**config.mk**
```make
export PLATFORM = sky130hd
export DESIGN_NAME = bmc_fifo
export DESIGN_NICKNAME = d
export VERILOG_FILES = /design/src/sv/bmc_pkg.sv /design/src/sv/bmc_fifo.sv
export SDC_FILE = /design/constraint.sdc
export NUM_CORES = 1
export LEC_CHECK = 0
export ABC_CLOCK_PERIOD_IN_PS = 10900
export BUFFER_PORTS_ARGS = -buffer_cell sky130_fd_sc_hd__buf_2
export CELL_PAD_IN_SITES_DETAIL_PLACEMENT = 2
export CELL_PAD_IN_SITES_GLOBAL_PLACEMENT = 2
export CORE_MARGIN = 2
export CORE_UTILIZATION = 48
export DETAILED_ROUTE_END_ITERATION = 16
export HOLD_SLACK_MARGIN = 0.1
export PLACE_DENSITY = 0.88
export SLEW_MARGIN = 20
export SYNTH_ARGS = -nofsm -noshare
export SYNTH_HDL_FRONTEND = slang
export SYNTH_SLANG_ARGS = --single-unit
```
**constraint.sdc**
```tcl
create_clock -name clk_i -period 10.9 [get_ports clk_i]
set_input_delay 0.545 -clock clk_i [delete_from_list [all_inputs] [get_ports clk_i]]
set_output_delay 0.545 -clock clk_i [all_outputs]
set_load 0.02 [all_outputs]
```
**src/sv/bmc_pkg.sv**
```systemverilog
// Shared types and constants for the box matching cost block.
// Used by bmc_front, bmc_fifo, bmc_back and box_match_cost_top; no dependencies.
package bmc_pkg;

  localparam int CoordMaxDefault = 4095;
  localparam int FieldW = 12;          // width of every input field
  localparam int SpanW  = FieldW + 1;  // edges, spans, centers, offsets
  localparam int AreaW  = 2 * SpanW - 1; // products of two spans, below 2^25
  localparam int UniW   = AreaW + 1;
  localparam int DxyW   = 2 * SpanW;
  localparam int AwhW   = 2 * FieldW;
  localparam int Num1W  = DxyW + 7;    // dx*dy*100
  localparam int NumW   = Num1W + UniW;
  localparam int DenW   = UniW + AwhW;
  localparam int QW     = 31;
  localparam int ShW    = DenW + QW;   // divisor shifted by the full quotient width
  localparam int FifoDepth = 4;

  localparam logic [QW-1:0] CostMax = '1;
  localparam logic [QW-1:0] CostOne = QW'(1);

  // Geometry of one box pair, produced by the front end
  typedef struct packed {
    logic [SpanW-1:0]  wx;   // intersection width, 0 when empty
    logic [SpanW-1:0]  hx;   // intersection height, 0 when empty
    logic [SpanW-1:0]  aw1;
    logic [SpanW-1:0]  ah1;
    logic [SpanW-1:0]  bw1;
    logic [SpanW-1:0]  bh1;
    logic [SpanW-1:0]  dx;
    logic [SpanW-1:0]  dy;
    logic [FieldW-1:0] aw;
    logic [FieldW-1:0] ah;
  } bmc_geom_t;

endpackage

```
**src/sv/bmc_fifo.sv**
```systemverilog
// Short queue of box pair geometry between front and back ends.
// Depends on bmc_pkg.
module bmc_fifo (
  input  logic               clk_i,
  input  logic               rst_ni,
  input  logic               wr_valid_i,
  output logic               wr_ready_o,
  input  bmc_pkg::bmc_geom_t wr_data_i,
  output logic               rd_valid_o,
  input  logic               rd_ready_i,
  output bmc_pkg::bmc_geom_t rd_data_o
);
  import bmc_pkg::*;

  localparam int PtrW = $clog2(FifoDepth);

  bmc_geom_t       mem_q [FifoDepth];
  logic [PtrW-1:0] wp_q, rp_q;
  logic [PtrW:0]   cnt_q;
  logic            push, pop;

  assign wr_ready_o = cnt_q != (PtrW+1)'(FifoDepth);
  assign rd_valid_o = cnt_q != '0;
  assign push       = wr_valid_i && wr_ready_o;
  assign pop        = rd_valid_o && rd_ready_i;
  assign rd_data_o  = mem_q[rp_q];

  // pointers and fill count
  always_ff @(posedge clk_i or negedge rst_ni) begin
    if (!rst_ni) begin
      wp_q  <= '0;
      rp_q  <= '0;
      cnt_q <= '0;
    end else begin
      if (push) wp_q <= wp_q + PtrW'(1);
      if (pop)  rp_q <= rp_q + PtrW'(1);
      if (push && !pop)      cnt_q <= cnt_q + (PtrW+1)'(1);
      else if (pop && !push) cnt_q <= cnt_q - (PtrW+1)'(1);
    end
  end

  always_ff @(posedge clk_i) begin
    if (push) begin
      mem_q[wp_q] <= wr_data_i;
    end
  end

endmodule

```
==> run_results.csv <==
group,metric,value,unit
synth,netlist_instances,704,
timing,fin_skew,27.23,ps
layout,final-seq-area,15560,µm²
cts,worstSkewPairLatency,600,ps
timing,slew-limit-headroom,37.33,%
routing,ant_nets,0,
critical_path,cp.arrival,3390,ps
critical_path,end_kind,"output port",
critical_path,path_cells,"buf_4 > mux4_2 > buf_2",
floorplanning,fp.dieH,202.3,µm
routing,drc,0,
floorplanning,rows,72,
run_status,outcome,"complete, no violations",
timing,drv_slew,0,
layout,fill_cells,3152,
routing,vias,8743,
worst_hold_path,holdPathStages,1,
pwr,pwr-share-comb,30.1,%
floorplanning,die_area,40940,µm²
critical_path,rr_worst_depth,4,
pwr,switchingPower,2.166,mW
placement,place_area,20730,µm²
timing,fin_crit_sh,36.14,%
cts,clk_pin_slew,60,ps
grt,antenna_found_initial,5,
routing,routed_wl,48760,µm
worst_hold_path,hp-class,"in -> reg",
grt,grt_pass1_wl,71380,µm
critical_path,cp.required,10360,ps
pwr,total_leakage_power,7.603,nW
critical_path,cpMaxStageDelayCell,"dfrtp_4",
pwr,p_sw_share,32.72,%
layout,drive_gt1_share,46.11,%
synth,ys_warn_count,0,
cts,cts_tree,"built",
routing,detail_route.iter0.violations,568,
critical_path,path_class,"reg -> out",
cts,ctsLongestPathBuffers,3,
timing,period_needed,3939,ps
routing,routedWlPerCell,31.23,µm
grt,grt_pass1_vias,10036,
routing,firstDrtPassIters,4,
pwr,clkPwrFrac,26.8,%
placement,place_congestion,0.6968,
timing,tightest_slew,940.1,ps
timing,setup_tns,0,ps
critical_path,cp_max_fo,44,
synth,yosysUniqueCellTypes,20,
layout,area_growth,18.68,%
layout,layout.nets,1142,
pwr,internal_power,4.454,mW
cts,htreeDepth,2,
cts,cts-root-buf,"clkbuf_16",
synth,ys_ff_latch,519,
critical_path,path_buf_inv,2,
critical_path,critPathTopFamily,"buffers and inverters",
synth,synth_nets,842,
grt,grt_usage,24.48,%
floorplanning,num_io_pins,262,
grt,grt_max_degree,55,
critical_path,crit_cells,3,
floorplanning,coreArea,38740,µm²
timing,hold_viol_final,0,
layout,postLayoutCellArea,22410,µm²
synth,syn_avg_cell_area,26.82,µm²
cts,cts_buffers,53,
synth,syn-cell-area,18880,µm²
routing,viasPerCell,5.601,
critical_path,cp-start-kind,"flop",
critical_path,slowest_delay,1010,ps
timing,rsz0062_at_grt,"no",
layout,multi_input_area,3113,µm²
pwr,pwr-share-seq,43.1,%
timing,max_clock_freq,253.9,MHz
timing,setup_violations,0,
pwr,ir_drop,141.9,µV
synth,seq_area_frac_synth,82.35,%
grt,overflow,0,
floorplanning,initial_core_util,48.74,%
placement,dpl.hpwl,31250,µm
job,cap_viol_max_count,0,
cts,cts_sinks,519,
pwr,p_per_area,295.4,nW/µm²
floorplanning,die_w,202.3,µm
placement,port_buffers,261,
layer usage:
layer  global-route usage, %  part of all wire, %  vias to the layer above
met2                   45.34                   56                      281
met1                   29.47                   37                     4731
li1                        -                    -                     3654
met5                       0                0.094                        -
met3                   4.450                  4.8                       71
met4                   6.439                  2.0                        6
path summary, 6_finish.rpt:
path,start,end,slack (ps)
max,rp_q[0]$_DFFE_PN0P_,rd_data_o[109],6960
min,wr_data_i[117],mem_q[0][117]$_DFFE_PP_,160
max reg2reg,cnt_q[0]$_DFFE_PN0P_,mem_q[3][70]$_DFFE_PP_,8240
min reg2reg,cnt_q[2]$_DFFE_PN0P_,cnt_q[2]$_DFFE_PN0P_,550
max in group asynchronous,rst_ni,rp_q[0]$_DFFE_PN0P_,10370
min in group asynchronous,rst_ni,wp_q[0]$_DFFE_PN0P_,340
layout by cell type (no fill, tap or decap), types with 2 or more instances in the layout:
master	count
clkinvlp_4	2
clkbuf_16	55
edfxtp_1	512
clkbuf_1	12
xnor2_1	4
mux2_2	2
nor2_1	2
dfrtp_1	5
clkinv_2	7
inv_1	3
clkinv_1	10
buf_4	12
and2_4	4
diode_2	2
bufinv_16	5
xor2_1	2
mux4_2	128
ha_1	5
buf_2	261
dfrtp_4	2
nand2_1	2
metrics by stage:
stage | instances | util, % | total power [mW] | hold WS, ps | worst slack (ps)
2_1_floorplan | 704 | - | 4.223 | 249.4 | 6606
3_3_place_gp | 1466 | 53.50 | 4.768 | 394.7 | 7514
3_5_place_dp | 1466 | 53.50 | 4.922 | 388.7 | 7501
4_1_cts | 1559 | 57.84 | 6.723 | 121.7 | 6856
5_1_grt | 1560 | 57.84 | 6.886 | 144.0 | 6676
6_report | 1561 | 57.85 | 6.620 | 160.7 | 6961
flip-flops by register name (all words and copies together), names as in the netlist:
signal,cells
wp_q,2
cnt_q,3
rp_q,2
mem_q,512
repair_timing:
action                    CTS  global route
hold endpoints to repair    7             0
hold buffers                1             0
buffers inserted            0             0
resized for setup           0             0
layout make-up:
class                   instances  area share [%]
diodes                          2         0.02233
clock inverters                25           1.100
inverters                       3         0.05025
multi-input cells             153           13.89
flip-flops and latches        519           69.42
repair buffers                274           6.276
well taps                     518           2.892
clock buffers                  67           6.343
cells in the mapped netlist:
cell      count  area, µm²
mux4_2      128       2883
ha_1          5      62.56
buf_8         1      15.01
nand3_1       1      5.000
mux2_2        2      22.52
fa_1          1      20.02
buf_4         1      7.510
dfrtp_1       7      175.2
nand2_1       2      7.510
or3_1         1      6.260
inv_1         3      11.26
a21boi_2      1      11.26
buf_6        10      112.6
nor2_1        2      7.510
edfxtp_1    512      15370
xnor2_1       4      35.03
and2_1        4      25.02
clkbuf_1      2      7.510
buf_2        15      75.07
xor2_1        2      17.52
power by group through the flow:
stage | Sequential, mW | Combinational, mW | Clock, mW
after floorplan | 2.78 | 1.44 | 0
after global placement | 2.82 | 1.95 | 0
after detailed placement | 2.90 | 2.02 | 0
after CTS | 2.87 | 2.04 | 1.81
after global routing | 2.90 | 2.11 | 1.88
final | 2.85 | 1.99 | 1.78
kinds of logic (layout without fill, tap and decap cells):
kind of cell | Yosys count | count (layout) | share of synthesized area, %
flops | 519 | 519 | 82.35
mux | 130 | 130 | 15.39
buf+inv | 32 | 369 | 1.213
simple gates | 10 | 10 | 0.2717
fa+ha+maj | 6 | 6 | 0.4374
xor+xnor | 6 | 6 | 0.2783
compound gates | 1 | 1 | 0.05963
other cells | 0 | 2 | 0
(Power assumes the default switching activity.)
