[config.mk]
export PLATFORM = sky130hd
export DESIGN_NAME = bmc_front
export DESIGN_NICKNAME = d
export VERILOG_FILES = /design/src/sv/bmc_pkg.sv /design/src/sv/bmc_front.sv
export SDC_FILE = /design/constraint.sdc
export NUM_CORES = 1
export LEC_CHECK = 0
export BUFFER_PORTS_ARGS = -buffer_cell sky130_fd_sc_hd__buf_2
export CORE_MARGIN = 8
export CORE_UTILIZATION = 55
export CTS_BUF_LIST = sky130_fd_sc_hd__clkbuf_2
export CTS_CLUSTER_DIAMETER = 60
export CTS_CLUSTER_SIZE = 10
export DETAILED_ROUTE_END_ITERATION = 7
export PLACE_DENSITY = 0.86
export SETUP_SLACK_MARGIN = 0.5
export SKIP_LAST_GASP = 1
export SYNTH_ARGS = -nofsm -noshare
export SYNTH_HDL_FRONTEND = slang
export SYNTH_SLANG_ARGS = --single-unit
[constraint.sdc]
create_clock -name clk_i -period 6.9 [get_ports clk_i]
set_input_delay 0 -clock clk_i [delete_from_list [all_inputs] [get_ports clk_i]]
set_output_delay 0 -clock clk_i [all_outputs]
set_load 0.03 [all_outputs]
[src/sv/bmc_pkg.sv]
// Shared types and constants for the box matching cost block.
// Used by bmc_front, bmc_fifo, bmc_back and box_match_cost_top; no dependencies.
package bmc_pkg;

  localparam int CoordMaxDefault = 4095;
  localparam int FieldW = 12;          // width of every input field
  localparam int SpanW  = FieldW + 1;  // edges, spans, centers, offsets
  localparam int AreaW  = 2 * SpanW - 1; // products of two spans, below 2^25
  localparam int UniW   = AreaW + 1;
  localparam int DxyW   = 2 * SpanW;
  localparam int AwhW   = 2 * FieldW;
  localparam int Num1W  = DxyW + 7;    // dx*dy*100
  localparam int NumW   = Num1W + UniW;
  localparam int DenW   = UniW + AwhW;
  localparam int QW     = 31;
  localparam int ShW    = DenW + QW;   // divisor shifted by the full quotient width
  localparam int FifoDepth = 4;

  localparam logic [QW-1:0] CostMax = '1;
  localparam logic [QW-1:0] CostOne = QW'(1);

  // Geometry of one box pair, produced by the front end
  typedef struct packed {
    logic [SpanW-1:0]  wx;   // intersection width, 0 when empty
    logic [SpanW-1:0]  hx;   // intersection height, 0 when empty
    logic [SpanW-1:0]  aw1;
    logic [SpanW-1:0]  ah1;
    logic [SpanW-1:0]  bw1;
    logic [SpanW-1:0]  bh1;
    logic [SpanW-1:0]  dx;
    logic [SpanW-1:0]  dy;
    logic [FieldW-1:0] aw;
    logic [FieldW-1:0] ah;
  } bmc_geom_t;

endpackage

[src/sv/bmc_front.sv]
// Front end: takes a box pair, clamps coordinates and works out spans and offsets.
// Depends on bmc_pkg.
module bmc_front #(
  parameter int COORD_MAX = bmc_pkg::CoordMaxDefault
) (
  input  logic                      clk_i,
  input  logic                      rst_ni,
  input  logic                      in_valid_i,
  output logic                      in_ready_o,
  input  logic [8*bmc_pkg::FieldW-1:0] in_data_i,
  output logic                      geom_valid_o,
  input  logic                      geom_ready_i,
  output bmc_pkg::bmc_geom_t        geom_o
);
  import bmc_pkg::*;

  localparam logic [15:0] CmaxW = 16'(COORD_MAX);
  localparam logic [FieldW-1:0] Clamp =
    (CmaxW > 16'((1 << FieldW) - 1)) ? '1 : CmaxW[FieldW-1:0];

  logic [FieldW-1:0] f [8];
  logic [SpanW-1:0]  ar, br, at, bt, xb, yb, xa, ya, cxa, cxb, cya, cyb;
  logic              ne;
  bmc_geom_t         geom_d, geom_q;
  logic              valid_q;

  // clamp every field to the coordinate limit
  always_comb begin
    for (int k = 0; k < 8; k++) begin
      f[k] = in_data_i[k*FieldW +: FieldW];
      if (f[k] > Clamp) f[k] = Clamp;
    end
  end

  // intersection spans, box sizes and center offsets
  always_comb begin
    ar  = SpanW'(f[0]) + SpanW'(f[2]);
    at  = SpanW'(f[1]) + SpanW'(f[3]);
    br  = SpanW'(f[4]) + SpanW'(f[6]);
    bt  = SpanW'(f[5]) + SpanW'(f[7]);
    xa  = SpanW'((f[0] > f[4]) ? f[0] : f[4]);
    ya  = SpanW'((f[1] > f[5]) ? f[1] : f[5]);
    xb  = (ar < br) ? ar : br;
    yb  = (at < bt) ? at : bt;
    ne  = (xb > xa) && (yb > ya);
    cxa = SpanW'(f[0]) + SpanW'(f[2] >> 1);
    cxb = SpanW'(f[4]) + SpanW'(f[6] >> 1);
    cya = SpanW'(f[1]) + SpanW'(f[3] >> 1);
    cyb = SpanW'(f[5]) + SpanW'(f[7] >> 1);
    geom_d.wx  = ne ? (xb - xa + SpanW'(1)) : '0;
    geom_d.hx  = ne ? (yb - ya + SpanW'(1)) : '0;
    geom_d.aw1 = SpanW'(f[2]) + SpanW'(1);
    geom_d.ah1 = SpanW'(f[3]) + SpanW'(1);
    geom_d.bw1 = SpanW'(f[6]) + SpanW'(1);
    geom_d.bh1 = SpanW'(f[7]) + SpanW'(1);
    geom_d.dx  = (cxa > cxb) ? (cxa - cxb) : (cxb - cxa);
    geom_d.dy  = (cya > cyb) ? (cya - cyb) : (cyb - cya);
    geom_d.aw  = f[2];
    geom_d.ah  = f[3];
  end

  assign in_ready_o = !valid_q || geom_ready_i;

  // single register stage
  always_ff @(posedge clk_i or negedge rst_ni) begin
    if (!rst_ni) begin
      valid_q <= 1'b0;
    end else if (in_ready_o) begin
      valid_q <= in_valid_i;
    end
  end

  always_ff @(posedge clk_i) begin
    if (in_ready_o && in_valid_i) begin
      geom_q <= geom_d;
    end
  end

  assign geom_valid_o = valid_q;
  assign geom_o       = geom_q;

endmodule

==> impl_metrics.env, run 1 <==
export IMPL_drtIter0Drc=1057
export IMPL_vias=12800
export IMPL_max_cap_violations=0
export IMPL_grt_use_total_pct=25.2
export IMPL_p_leak_uw=0.00819
export IMPL_criticalPathCategory="in -> reg"
export IMPL_finClkSkew_ns=0.0351
export IMPL_die_area_um2=32500
export IMPL_status="finished clean"
export IMPL_synth_cell_area_um2=14800
export IMPL_finalPower_uw=5130
export IMPL_grt_max_degree=72
export IMPL_crit_path_start_kind="primary input"
export IMPL_finalWorstSetupSlack_ns=0.745
export IMPL_power_density_nw_per_um2=299
export IMPL_synth_edf_count=128
export IMPL_initial_core_util_pct=55.5
export IMPL_drc_errors=0
export IMPL_worst_pin_slew_ns=0.962
export IMPL_gp_congestion=0.961
export IMPL_crit_path_max_incr_delay_ns=0.57
export IMPL_cp_required_ns=7.46
export IMPL_fin_tns_setup_ns=0
export IMPL_postSynthCellCount=1612
export IMPL_cts_tree="done"
export IMPL_min_period_ns=6.16
export IMPL_cp_arrival_ns=6.71
export IMPL_synth_top_area_share_pct=25.9
export IMPL_slew_headroom_pct=35.9
export IMPL_synth_area_leader_cell="edfxtp_1"
export IMPL_syn_area_per_cell_um2=9.21
export IMPL_ys_seq_area_share_pct=26.1
export IMPL_yosysUniqueCellTypes=81
export IMPL_ant_nets=0
export IMPL_finalSetupViolCount=0
export IMPL_placementRows=60
export IMPL_yosysWarnings=0
export IMPL_drv_slew=0
export IMPL_ir_drop_uv=158
export IMPL_crit_path_frequent_cell="a21o_1"
export IMPL_grt_pass1_vias=12800
export IMPL_drtPass1Iterations=5
export IMPL_portBuffers=229
export IMPL_ys_seq_elements=129
export IMPL_wire_per_inst_um=19.5
export IMPL_path_clk_slew_ns=0.28
export IMPL_cts_buffers=17
export IMPL_routed_wl_um=42500
export IMPL_synthToLayoutAreaGrowth_pct=15.6
export IMPL_die_h_um=180
export IMPL_viasPerCell=5.88
export IMPL_grt_pass1_wl_um=66900
export IMPL_coreArea_um2=26700
export IMPL_fp_dieW_um=180
export IMPL_maxClockFrequency_mhz=162
export IMPL_rsz0062_at_grt="yes"
export IMPL_dpl_worst_slack_ns=0.456
export IMPL_holdWs_ns=0.0777
export IMPL_finalCritPeriodShare_pct=89.2
export IMPL_ios=230
export IMPL_grt_overflow=0
export IMPL_syn_nets=1977
export IMPL_min_path_type="in -> reg"
export IMPL_cp_end_kind="flop"
export IMPL_cp_max_fo=7
export IMPL_synthArstFlopShare_pct=0.775
export IMPL_h_tree_depth=4
export IMPL_crit_slowest_cell="dlygate4sd3_1"
export IMPL_antenna_found_initial=5
export IMPL_ys_flop_type="edfxtp_1"
export IMPL_hpwl_um=32700
export IMPL_synth_area_leaders="edfxtp_1, ha_1, xnor2_1"
export IMPL_nets=2187
export IMPL_root_buffer="clkbuf_2"
export IMPL_clock_path_buffers=2
export IMPL_clk_insertion_delay_late_ns=0.76
export IMPL_drive_gt1_share_pct=17.7
export IMPL_cts_sinks=129
export IMPL_hold_viol=0
## critical path, delay by kind of cell
family | cells | cell delay [ns]
AOI/OAI and AO/OA | 17 | 3.32
buffers and inverters | 5 | 0.93
adders and majority gates | 5 | 1.52
xor gates and xnor gates | 2 | 0.31
and+or+nand+nor | 2 | 0.35
muxes | 1 | 0.27
## flip-flops by register name, summed over array words and instances, names as in the netlist
name,flops
geom_o,128
geom_valid_o,1
## cell type report
type / instances / area (µm²)
fill: 2095 / 9580
timing repair buffer: 324 / 2070
clock inverter: 14 / 225
multi-input combinational: 1214 / 9950
inverter: 136 / 510
sequential: 129 / 3870
tap: 341 / 427
clock buffer: 18 / 90.1
antenna: 5 / 12.5
## layer usage
| metal | vias to the layer above | GRT usage (%) | wire (µm) |
|---|---|---|---|
| met5 | - | 0 | 0 |
| met4 | 0 | 9.69 | 1340 |
| met3 | 105 | 5.28 | 3160 |
| met2 | 537 | 40.8 | 19400 |
| met1 | 6062 | 32.6 | 18700 |
| li1 | 6110 | - | - |
## timing repair
item / in CTS / in global routing
setup endpoints to repair: 0 / 22
buffers inserted: 0 / 4
hold buffers: 80 / 2
gates resized for setup: 0 / 9
hold endpoints to repair: 139 / 2
## report_power, final
part | internal (µW) | total (µW) | leakage [µW] | switching, µW
Clock | 283 | 637 | 0.000184 | 354
Combinational | 1350 | 3340 | 0.00677 | 2000
Sequential | 1100 | 1150 | 0.00124 | 51.9
## cell families after synthesis
group / Yosys count / share of synthesized area, %
AO/OA/AOI/OAI: 365 / 16.2
multiplexers: 54 / 3.72
AND/OR/NAND/NOR: 343 / 12.3
XOR/XNOR: 180 / 10.7
buffers and inverters: 269 / 7.12
adder cells (fa/ha/maj): 272 / 23.9
flip-flops: 129 / 26.1
## placed cells by master (no fill, tap or decap), types with 6 or more instances in the layout
cell type,count
a21o_1,67
nand4_1,14
nor3_1,32
buf_4,12
o31ai_1,10
o211ai_1,6
nor2b_1,23
o21ai_0,62
ha_1,244
xor2_1,70
a211oi_1,9
fa_1,21
clkbuf_2,18
a21boi_0,7
o21bai_1,22
nand2_1,79
a21oi_1,107
and3_1,26
nor3_2,10
xnor2_1,109
or2_2,8
nor2_1,53
mux2_2,9
edfxtp_1,128
nand2b_1,17
a31oi_1,7
nand3_1,44
dlygate4sd3_1,82
o21a_1,15
maj3_1,7
inv_1,136
buf_2,229
mux2i_1,45
## final timing paths
| check | slack [ns] | cells past startpoint | start | end |
|---|---|---|---|---|
| min in group asynchronous | 0.64 | 4 | rst_ni | geom_valid_o |
| min reg2reg | 1.09 | 2 | geom_valid_o | geom_o[71] |
| min | 0.08 | 4 | in_data_i[49] | geom_o[38] |
| max | 0.74 | 32 | in_data_i[85] | geom_o[113] |
| max reg2reg | 4.44 | 3 | geom_valid_o | geom_o[32] |
| max in group asynchronous | 6.16 | 4 | rst_ni | geom_valid_o |
## Yosys cell counts (10+ instances only)
cell,n
a21o_1,67
a21oi_1,110
and3_1,26
clkbuf_1,117
edfxtp_1,128
fa_1,21
ha_1,244
inv_1,136
mux2i_1,45
nand2_1,79
nand2b_1,17
nand3_1,44
nand4_1,14
nor2_1,53
nor2b_1,23
nor3_1,32
nor3_2,10
o21a_1,15
o21ai_0,63
o21bai_1,22
o31ai_1,11
xnor2_1,109
xor2_1,70
## per-stage QoR
stage / cell area (µm²) / utilization, % / cells
finish: 17100 / 64.2 / 2181
global route: 17100 / 64.2 / 2181
CTS: 17100 / 63.8 / 2170
detailed placement: 15900 / 59.6 / 2058
global placement: 15900 / 59.6 / 2058
floorplan: 14800 / - / 1612
(Power assumes the default switching activity.)
==> run 2: changes to the inputs <==
ABC_AREA = 1   (was unset)
CORE_UTILIZATION = 44   (was 55)
PLACE_DENSITY = 0.72   (was 0.86)
==> run 2 against run 1 <==
Cell count is 18% higher. Largest power group unchanged. Die area is 24% higher. Largest cell class unchanged. Flip-flop and latch count stayed put. Non-clock buffer count is 22 higher. Critical endpoint is now geom_o[126]. Critical path type unchanged. Sequential share of layout area is 0.47 points lower. First-iteration DRC count is 32% lower. Via count is 2.9% higher. Register-to-register slack hardly changed. Clock skew is 0.0085 ns lower. Critical path depth is 6 higher.
==> impl_metrics.env, run 2 <==
export IMPL_ant_nets=0
export IMPL_startpoint="in_data_i[24]"
export IMPL_grt_use_total_pct=21.6
export IMPL_cp_arrival_ns=6.32
export IMPL_initial_core_util_pct=44.6
export IMPL_crit_slowest_cell="dlygate4sd3_1"
export IMPL_path_clk_slew_ns=0.21
export IMPL_synth_area_leader_cell="edfxtp_1"
export IMPL_finish_utilization_pct=52.2
export IMPL_synthToLayoutAreaGrowth_pct=17.0
export IMPL_portBuffers=229
export IMPL_endpoint="geom_o[126]"
export IMPL_cts_tree="done"
export IMPL_fp_dieW_um=200
export IMPL_vias=13200
export IMPL_cts_sinks=129
export IMPL_drtPass1Iterations=5
export IMPL_synth_top_area_share_pct=25.7
export IMPL_synth_edf_count=128
export IMPL_maxClockFrequency_mhz=177
export IMPL_synthArstFlopShare_pct=0.775
export IMPL_mostFrequentLayoutCell="nand2_1"
export IMPL_post_cts_buffers=0
export IMPL_status="finished clean"
export IMPL_die_area_um2=40200
export IMPL_ys_seq_area_share_pct=25.9
export IMPL_syn_area_per_cell_um2=7.94
export IMPL_final_cell_area_um2=17500
export IMPL_nets=2480
export IMPL_postSynthCellCount=1884
export IMPL_r2r_end="geom_o[109]"
export IMPL_cp_max_fo=18
export IMPL_gp_congestion=0.959
export IMPL_root_buffer="clkbuf_2"
export IMPL_yosysUniqueCellTypes=58
export IMPL_ys_seq_elements=129
export IMPL_coreArea_um2=33500
export IMPL_cp_required_ns=7.56
export IMPL_final_cell_mix="nand2_1, inv_1, ha_1, buf_2, a21oi_1"
export IMPL_yosysWarnings=0
export IMPL_viasPerCell=5.11
export IMPL_max_cap_violations=0
export IMPL_p_leak_uw=0.00877
export IMPL_power_density_nw_per_um2=276
export IMPL_h_tree_depth=4
export IMPL_routed_wl_um=43500
export IMPL_drive_gt1_share_pct=15.3
export IMPL_die_h_um=200
export IMPL_drc_errors=0
export IMPL_place_area_um2=16200
export IMPL_grt_overflow=0
export IMPL_finalSetupViolCount=0
export IMPL_finalCritPeriodShare_pct=82.0
export IMPL_fin_tns_setup_ns=0
export IMPL_placementRows=67
export IMPL_min_period_ns=5.66
export IMPL_holdWs_ns=0.102
export IMPL_largest_reg_flops=128
export IMPL_crit_path_start_kind="primary input"
export IMPL_r2r_worst_path_cells=3
export IMPL_ys_flop_type="edfxtp_1"
export IMPL_antenna_found_initial=5
export IMPL_min_path_type="in -> reg"
export IMPL_hp_start="in_data_i[35]"
export IMPL_worst_pin_slew_ns=0.927
export IMPL_grt_pass1_vias=13700
export IMPL_ios=230
export IMPL_hpwl_um=35300
export IMPL_crit_path_frequent_cell="nand2_1"
export IMPL_syn_nets=2249
export IMPL_hold_viol=0
export IMPL_clock_path_buffers=2
export IMPL_grt_max_degree=70
export IMPL_grt_pass1_wl_um=70200
export IMPL_r2r_start="geom_valid_o"
export IMPL_rsz0062_at_grt="no"
export IMPL_clk_insertion_delay_late_ns=0.81
export IMPL_wire_per_inst_um=16.9
export IMPL_synthMostInstantiatedCell="nand2_1"
export IMPL_cts_buffers=17
export IMPL_cp_end_kind="flop"
export IMPL_criticalPathCategory="in -> reg"
export IMPL_drtIter0Drc=716
export IMPL_crit_path_max_incr_delay_ns=0.57
export IMPL_drv_slew=0
export IMPL_nFillCells=3172
export IMPL_slew_headroom_pct=38.2
export IMPL_reg2reg_slack_ns=4.44
export IMPL_synth_cell_area_um2=15000
export IMPL_ir_drop_uv=147
export IMPL_finClkSkew_ns=0.0266
export IMPL_synth_common_cells="nand2_1, inv_1, ha_1, a21oi_1, xor2_1"
export IMPL_synth_area_leaders="edfxtp_1, ha_1, nand2_1"
run 2: cell types whose count changed after synthesis, moves of 26 or more:
| cell | change |
|---|---|
| nand2_1 | +231 |
| xnor2_1 | -62 |
| nor2_1 | +38 |
| a21oi_1 | +41 |
| nand3_1 | +26 |
| o21ai_0 | +38 |
| xor2_1 | +59 |
| inv_1 | +136 |
| mux2i_1 | -45 |
| a21o_1 | -58 |
run 2: metal layers:
layer | global-route usage, % | vias up | share of wire, %
met5 | 0 | - | 0.018
met1 | 25.1 | 6105 | 41
met4 | 8.09 | 2 | 3.2
met3 | 4.18 | 72 | 5.7
met2 | 38.8 | 378 | 50
li1 | - | 6627 | -
run 2: worst max-delay path, delay by kind of cell:
family          cells  cell delay (ns)
fa+ha+maj           5             1.48
simple gates       16             1.51
xor+xnor            2             0.28
buf+inv             7             1.76
compound gates      8             1.29
run 2: through the flow:
step	worst slack [ns]	total power (µW)	instances
final	1.24	4830	2580
after global routing	0.605	5290	2580
after CTS	1.30	4870	2576
after detailed placement	1.23	4340	2431
after global placement	1.40	4290	2431
after floorplan	2.08	3670	1884
run 2: logic make-up after synthesis:
| logic type | count (synthesis) | synth area share, % |
|---|---|---|
| and+or+nand+nor | 565 | 17.2 |
| adders and majority gates | 265 | 23.2 |
| xor gates and xnor gates | 176 | 10.3 |
| DFF | 129 | 25.9 |
| buffers and inverters | 413 | 10.7 |
| AOI/OAI and AO/OA | 336 | 12.8 |
run 2: worst min path at each step:
| stage | endpoint | cells past startpoint |
|---|---|---|
| after floorplan | geom_valid_o | 0 |
| after global placement | geom_valid_o | 1 |
| after detailed placement | geom_valid_o | 1 |
| after CTS | geom_o[114] | 8 |
| after global routing | geom_o[84] | 3 |
| final | geom_o[100] | 3 |
run 2: area by class of cell:
class / instances / area [µm²] / share of cell area (%)
sequential: 129 / 3870 / 22.1
inverter: 279 / 1050 / 6.00
timing repair buffer: 346 / 2310 / 13.2
tap: 448 / 561 / 3.20
clock buffer: 17 / 85.1 / 0.486
antenna: 4 / 10.0 / 0.0572
clock inverter: 15 / 124 / 0.707
multi-input combinational: 1342 / 9500 / 54.3
run 2: what timing repair did:
action,4_1_cts,5_1_grt
resized for setup,0,1
endpoints found under the hold margin,144,0
hold buffers,113,0
setup endpoints to repair,0,1
run 2: report_power, final:
group	switching (µW)	total, µW	internal, µW
registers	41.9	1130	1090
logic	2080	3260	1180
clock network	341	444	104
total	2470	4830	2370
